$ cat config.mk
export PLATFORM = sky130hd
export DESIGN_NAME = swl_update
export DESIGN_NICKNAME = d
export VERILOG_FILES = /design/src/swl_pkg.sv /design/src/swl_update.sv
export SDC_FILE = /design/constraint.sdc
export NUM_CORES = 2
export LEC_CHECK = 0
export ABC_AREA = 1
export BUFFER_PORTS_ARGS = -buffer_cell sky130_fd_sc_hd__buf_2
export CAP_MARGIN = 10
export CORE_MARGIN = 8
export CORE_UTILIZATION = 50
export DETAILED_ROUTE_END_ITERATION = 12
export HOLD_SLACK_MARGIN = 0.05
export PLACE_DENSITY = 0.71
export SLEW_MARGIN = 30
export SYNTH_ARGS = -nofsm -noshare
export SYNTH_HDL_FRONTEND = slang
export SYNTH_SLANG_ARGS = --single-unit
$ cat constraint.sdc
create_clock -name clk -period 9.7 [get_ports clk]
set_input_delay 0.485 -clock clk [delete_from_list [all_inputs] [get_ports clk]]
set_output_delay 0.485 -clock clk [all_outputs]
set_load 0.02 [all_outputs]
$ cat src/swl_pkg.sv
// Package for the string wave leapfrog solver: widths, command codes, states
// and the structs passed between the sequencer and the point update pipeline.
// Depends on nothing; every other file imports it.
`default_nettype none

package swl_pkg;

  localparam int GRID_POINTS = 64;
  localparam int MIN_GRID    = 3;
  localparam int IDX_W       = $clog2(GRID_POINTS);
  localparam int GRID_W      = 7;
  localparam int NCLOG       = $clog2(GRID_POINTS + 1);
  localparam int N_W         = (NCLOG > GRID_W) ? NCLOG : GRID_W;
  localparam int CNT_W       = N_W + 1;

  localparam int CMD_W       = 2;
  localparam int PIDX_W      = 6;
  localparam int VAL_W       = 24;
  localparam int STEP_W      = 16;
  localparam int LAM_W       = 17;
  localparam int DIFF_W      = VAL_W + 2;
  localparam int ACC_W       = LAM_W + 1 + DIFF_W;

  localparam int ONE_Q16     = 65536;
  localparam int VAL_MAX     = 8388607;
  localparam int VAL_MIN     = -8388608;
  localparam int SH_FIRST    = 17;
  localparam int SH_LEAP     = 16;

  typedef enum logic [CMD_W-1:0] {
    CMD_LOAD  = 2'd0,
    CMD_SOLVE = 2'd1,
    CMD_READ  = 2'd2
  } cmd_t;

  typedef enum logic [0:0] {
    CFG_GRID_USED = 1'b0,
    CFG_COURANT   = 1'b1
  } cfg_idx_t;

  typedef enum logic [1:0] {
    ST_CLEAR,
    ST_IDLE,
    ST_READ,
    ST_SWEEP
  } st_t;

  typedef struct packed {
    logic             valid;
    logic             first;
    logic [CNT_W-1:0] j;
  } sweep_tag_t;

  typedef struct packed {
    logic             now_we;
    logic             before_we;
    logic [IDX_W-1:0] addr;
    logic [VAL_W-1:0] now_data;
    logic [VAL_W-1:0] before_data;
  } lvl_wr_t;

endpackage

`default_nettype wire

$ cat src/swl_update.sv
// Point update pipeline: sliding window over the latest level, one shared
// multiplier, rounding and saturation, and the write-back of one point a cycle.
// Depends on swl_pkg.
`default_nettype none

module swl_update
  import swl_pkg::*;
(
  input  wire logic                    clk,
  input  wire logic                    rst_n,
  input  wire sweep_tag_t              tag,
  input  wire logic [CNT_W-1:0]        n_pts,
  input  wire logic [LAM_W-1:0]        lam,
  input  wire logic signed [VAL_W-1:0] rd_now,
  input  wire logic signed [VAL_W-1:0] rd_before,
  output lvl_wr_t                      wr
);

  logic signed [VAL_W-1:0]  left_r, cur_r, prev_r, right_m;
  logic [CNT_W-1:0]         i_s1;
  logic                     s1_act;
  logic signed [DIFF_W-1:0] diff_s1;

  logic                     s2_vld_r, s2_first_r, s2_end_r, s2_out_r;
  logic [IDX_W-1:0]         s2_idx_r;
  logic signed [DIFF_W-1:0] s2_diff_r;
  logic signed [VAL_W-1:0]  s2_cur_r, s2_prev_r;
  logic signed [LAM_W:0]    lam_s;
  logic signed [ACC_W-1:0]  prod_s2, base_s2, cur_sh, prev_sh;

  logic                     s3_vld_r, s3_first_r, s3_end_r, s3_out_r;
  logic [IDX_W-1:0]         s3_idx_r;
  logic signed [ACC_W-1:0]  s3_prod_r, s3_base_r;
  logic signed [VAL_W-1:0]  s3_cur_r, s3_prev_r;
  logic signed [ACC_W-1:0]  acc, rnd;
  logic signed [VAL_W-1:0]  sat;

  // The end points are read as zero; the fixed ends are written as zero in the first step.
  always_comb begin
    i_s1    = tag.j - CNT_W'(1);
    s1_act  = tag.valid && (tag.j != '0);
    right_m = ((tag.j == '0) || (tag.j == n_pts - CNT_W'(1))) ? '0 : rd_now;
    diff_s1 = DIFF_W'(left_r) + DIFF_W'(right_m) - (DIFF_W'(cur_r) <<< 1);
  end

  always_ff @(posedge clk) begin
    if (tag.valid) begin
      left_r <= cur_r;
      cur_r  <= right_m;
      prev_r <= rd_before;
    end
  end

  always_ff @(posedge clk) begin
    if (!rst_n) begin
      s2_vld_r <= 1'b0;
      s3_vld_r <= 1'b0;
    end else begin
      s2_vld_r <= s1_act;
      s3_vld_r <= s2_vld_r;
    end
  end

  always_ff @(posedge clk) begin
    s2_first_r <= tag.first;
    s2_end_r   <= (i_s1 == '0) || (i_s1 == n_pts - CNT_W'(1));
    s2_out_r   <= (i_s1 >= n_pts);
    s2_idx_r   <= i_s1[IDX_W-1:0];
    s2_diff_r  <= diff_s1;
    s2_cur_r   <= cur_r;
    s2_prev_r  <= prev_r;
  end

  // The update is written as 2u*2^16 + L*(left + right - 2u), less u_prev*2^16 when leaping.
  always_comb begin
    lam_s   = $signed({1'b0, lam});
    prod_s2 = lam_s * s2_diff_r;
    cur_sh  = ACC_W'(s2_cur_r) <<< SH_FIRST;
    prev_sh = ACC_W'(s2_prev_r) <<< SH_LEAP;
    base_s2 = s2_first_r ? cur_sh : (cur_sh - prev_sh);
  end

  always_ff @(posedge clk) begin
    s3_first_r <= s2_first_r;
    s3_end_r   <= s2_end_r;
    s3_out_r   <= s2_out_r;
    s3_idx_r   <= s2_idx_r;
    s3_prod_r  <= prod_s2;
    s3_base_r  <= base_s2;
    s3_cur_r   <= s2_cur_r;
    s3_prev_r  <= s2_prev_r;
  end

  always_comb begin
    acc = s3_prod_r + s3_base_r;
    if (s3_first_r) begin
      rnd = (acc + (ACC_W'(1) <<< (SH_FIRST - 1))) >>> SH_FIRST;
    end else begin
      rnd = (acc + (ACC_W'(1) <<< (SH_LEAP - 1))) >>> SH_LEAP;
    end
    if (rnd > ACC_W'(VAL_MAX)) begin
      sat = VAL_W'(VAL_MAX);
    end else if (rnd < ACC_W'(VAL_MIN)) begin
      sat = VAL_W'(VAL_MIN);
    end else begin
      sat = rnd[VAL_W-1:0];
    end
  end

  // Points beyond the grid in use trade places between the two levels, so they
  // keep their contents when the level roles swap.
  always_comb begin
    wr.addr        = s3_idx_r;
    wr.now_we      = 1'b0;
    wr.before_we   = 1'b0;
    wr.now_data    = '0;
    wr.before_data = '0;
    if (s3_vld_r) begin
      priority if (s3_out_r) begin
        wr.now_we      = 1'b1;
        wr.before_we   = 1'b1;
        wr.now_data    = s3_prev_r;
        wr.before_data = s3_cur_r;
      end else if (s3_end_r) begin
        wr.now_we      = s3_first_r;
        wr.before_we   = 1'b1;
      end else begin
        wr.before_we   = 1'b1;
        wr.before_data = sat;
      end
    end
  end

endmodule

`default_nettype wire

==> run summary <==
Synth area leaders - fa_1 30%, dfxtp_1 13%, inv_1 13%
Syn Area/Cell - 7.82 sq um
Final wirelength - 79800 um
Area leader, netlist - fa_1
First-pass GRT wire length - 129000 um
Synth Net Count - 4620
Largest net degree at the start of global routing - 60
Core area - 60200 sq um
H-Tree Depth - 1
Most common cell after layout, fill and taps aside - inv_1
TritonCTS clock tree - yes
CP Max Fanout - 17
Unrepaired setup endpoints after global routing - false
Hold crit path type - input pin to flip-flop
Post-synth top area share - 0.299
Max-Cap Viols - 0
Sequential Area - 6110 sq um
Diode count - 0
Setup violators final - 0
Layout Nets - 4689
Layout area overhead - 7.75%
Io pins - 141
Cell mode on critical path - nand2_1
Die ar. - 69000 sq um
Die Y - 263 um
Cell variety after synth - 54
Run status - complete, no violations
CP Capture Type - flip-flop
Worst Setup Slack post-DPL - 2.63 ns
Max Clock Skew - 0.0318 ns
Clock slew at reported path FFs - 0.06 ns
Fmax - 141 MHz
CP required - 10.18 ns
PnR worst setup slack - 2.62 ns
Commonest non-fill, non-tap cells in the layout - 1016 x inv_1, 982 x nand2_1, 455 x fa_1, 196 x dfxtp_1, 193 x ha_1
Initial DRC Count - 1627
Post-synthesis instance total - 3887
Detail Placement HPWL - 63900 um
Clock buffer depth - 3
Row count - 90
Worst-margin pin slew - 1.05 ns
DRC errors left - 0
Num Clock Sinks - 269
Crit path kind - flip-flop to flip-flop
Wire length per cell - 16.8 um
Final Hold Fails - 0
Num CTS Buffers - 29
Number of global-route vias before repair - 24984
Seq cells post-synth - 269
Final Max Tran Viols - 0
Post-cts resize count - 0
Vias per cell - 5.08
CP max-delay cell - dfxtp_1
GRT overflow - 0
Sequential share of the synthesized area - 0.201
Port bufs - 140
DR pass1 iterations - 7
Setup_tns - 0 ns
Die Width - 263 um
FILL cells - 5648
Final Critical Period - 7.08 ns
Initial antenna violation count - 3
CP arrival - 7.56 ns
Worst path max stage delay - 0.93 ns
Yosys warnings - 0
Gr usage total - 0.231
Clock Latency Late Sink - 0.59 ns
Share of layout cells above drive strength 1 - 0.0686
Multi-input logic area - 20000 sq um
Clk root buf - clkbuf_16
Slew headroom - 0.301
Gpl congestion - 0.935
Crit start category - flip-flop
Final period utilization - 0.729
Vias - 24202
Detail Route Antenna Nets - 0
Post-Syn Area - 30400 sq um
Initial core utilization - 0.505
## flip-flops by register name (all words and copies together), names as in the netlist, 6 cells and up
register and count:
s3_prod_r 29, s2_diff_r 26, s3_base_r 26, cur_r 24, left_r 24, prev_r 24, s2_cur_r 24, s2_prev_r 24
s3_cur_r 24, s3_prev_r 24, s2_idx_r 6, s3_idx_r 6
## layer usage
layer  vias to the layer above  part of all wire  track usage
met5                         -                 0            0
met2                       795              0.49        0.404
met1                     11570              0.41        0.286
met4                         0             0.042       0.0930
met3                       212             0.066       0.0333
li1                      11625                 -            -
## worst max-delay path, delay by kind of cell, from the launching register on
family | cells | cell delay, ns
buffers and inverters | 5 | 0.23
AO/OA/AOI/OAI | 4 | 1.08
XOR/XNOR | 1 | 0.18
adder cells (fa/ha/maj) | 7 | 3.38
AND/OR/NAND/NOR | 12 | 1.18
flip-flops | 1 | 0.93
## cells by family (layout without fill, tap and decap cells)
kind of cell | count (synthesis) | in the layout | synth area share
AO/OA/AOI/OAI | 307 | 307 | 0.0563
XOR/XNOR | 100 | 100 | 0.0293
adder cells (fa/ha/maj) | 648 | 648 | 0.379
flip-flops | 269 | 269 | 0.201
AND/OR/NAND/NOR | 1408 | 1408 | 0.191
buffers and inverters | 1155 | 1247 | 0.143
## through the flow
stage,hold WS [ns],util,instance area (sq um),instances
global placement,0.311,0.527,31700,4702
floorplan,0.310,-,30400,3887
detailed placement,0.312,0.527,31700,4702
CTS,0.0517,0.543,32700,4757
global route,0.0507,0.544,32800,4761
finish,0.0746,0.544,32800,4761
## synth_stat cells (all sizes together)
library cell  number
o31ai              5
nand3b             9
ha               193
o41ai              1
nor3              18
a21oi            145
nand3            156
o211ai             9
and2               1
a2111oi            2
and3               2
o221ai             1
dfxtp            197
edfxtp            72
clkinv             2
a31oi             10
nand2           1000
o311ai             1
o21a               8
buf               10
a21boi             3
fa               455
a211oi             1
o22ai              4
o21bai             6
a221oi             1
inv             1027
clkbuf           116
a2111o             1
or2               12
a21o               5
xor2              63
o2111ai            4
nand4             27
nor2             174
o21ai             98
xnor2             37
o211a              1
a32o               1
nor4               9
## what timing repair did
item,4_1_cts,5_1_grt
endpoints found under the hold margin,1,4
hold buffers,1,4
buffers inserted,0,0
## final cells by class
cell class	count	area share
multi-input combinational	2463	0.609
sequential	269	0.186
inverter	1029	0.118
tap	782	0.0299
timing repair buffer	164	0.0273
clock buffer	41	0.0260
clock inverter	13	0.00374
## path summary, 6_finish.rpt
path                        start               endpoint  slack, ns  cells past startpoint
max          s2_diff_r[9]$_DFF_P_  s3_prod_r[41]$_DFF_P_       2.62                     29
min                  rd_before[7]    prev_r[7]$_DFFE_PP_       0.07                      1
max reg2reg  s2_diff_r[9]$_DFF_P_  s3_prod_r[41]$_DFF_P_       2.62                     29
min reg2reg      s2_out_r$_DFF_P_       s3_out_r$_DFF_P_       0.33                      0
Power is left out: the tool's default activity adds up to more than one toggle a clock period on the data nets, which glitch-free logic cannot reach.
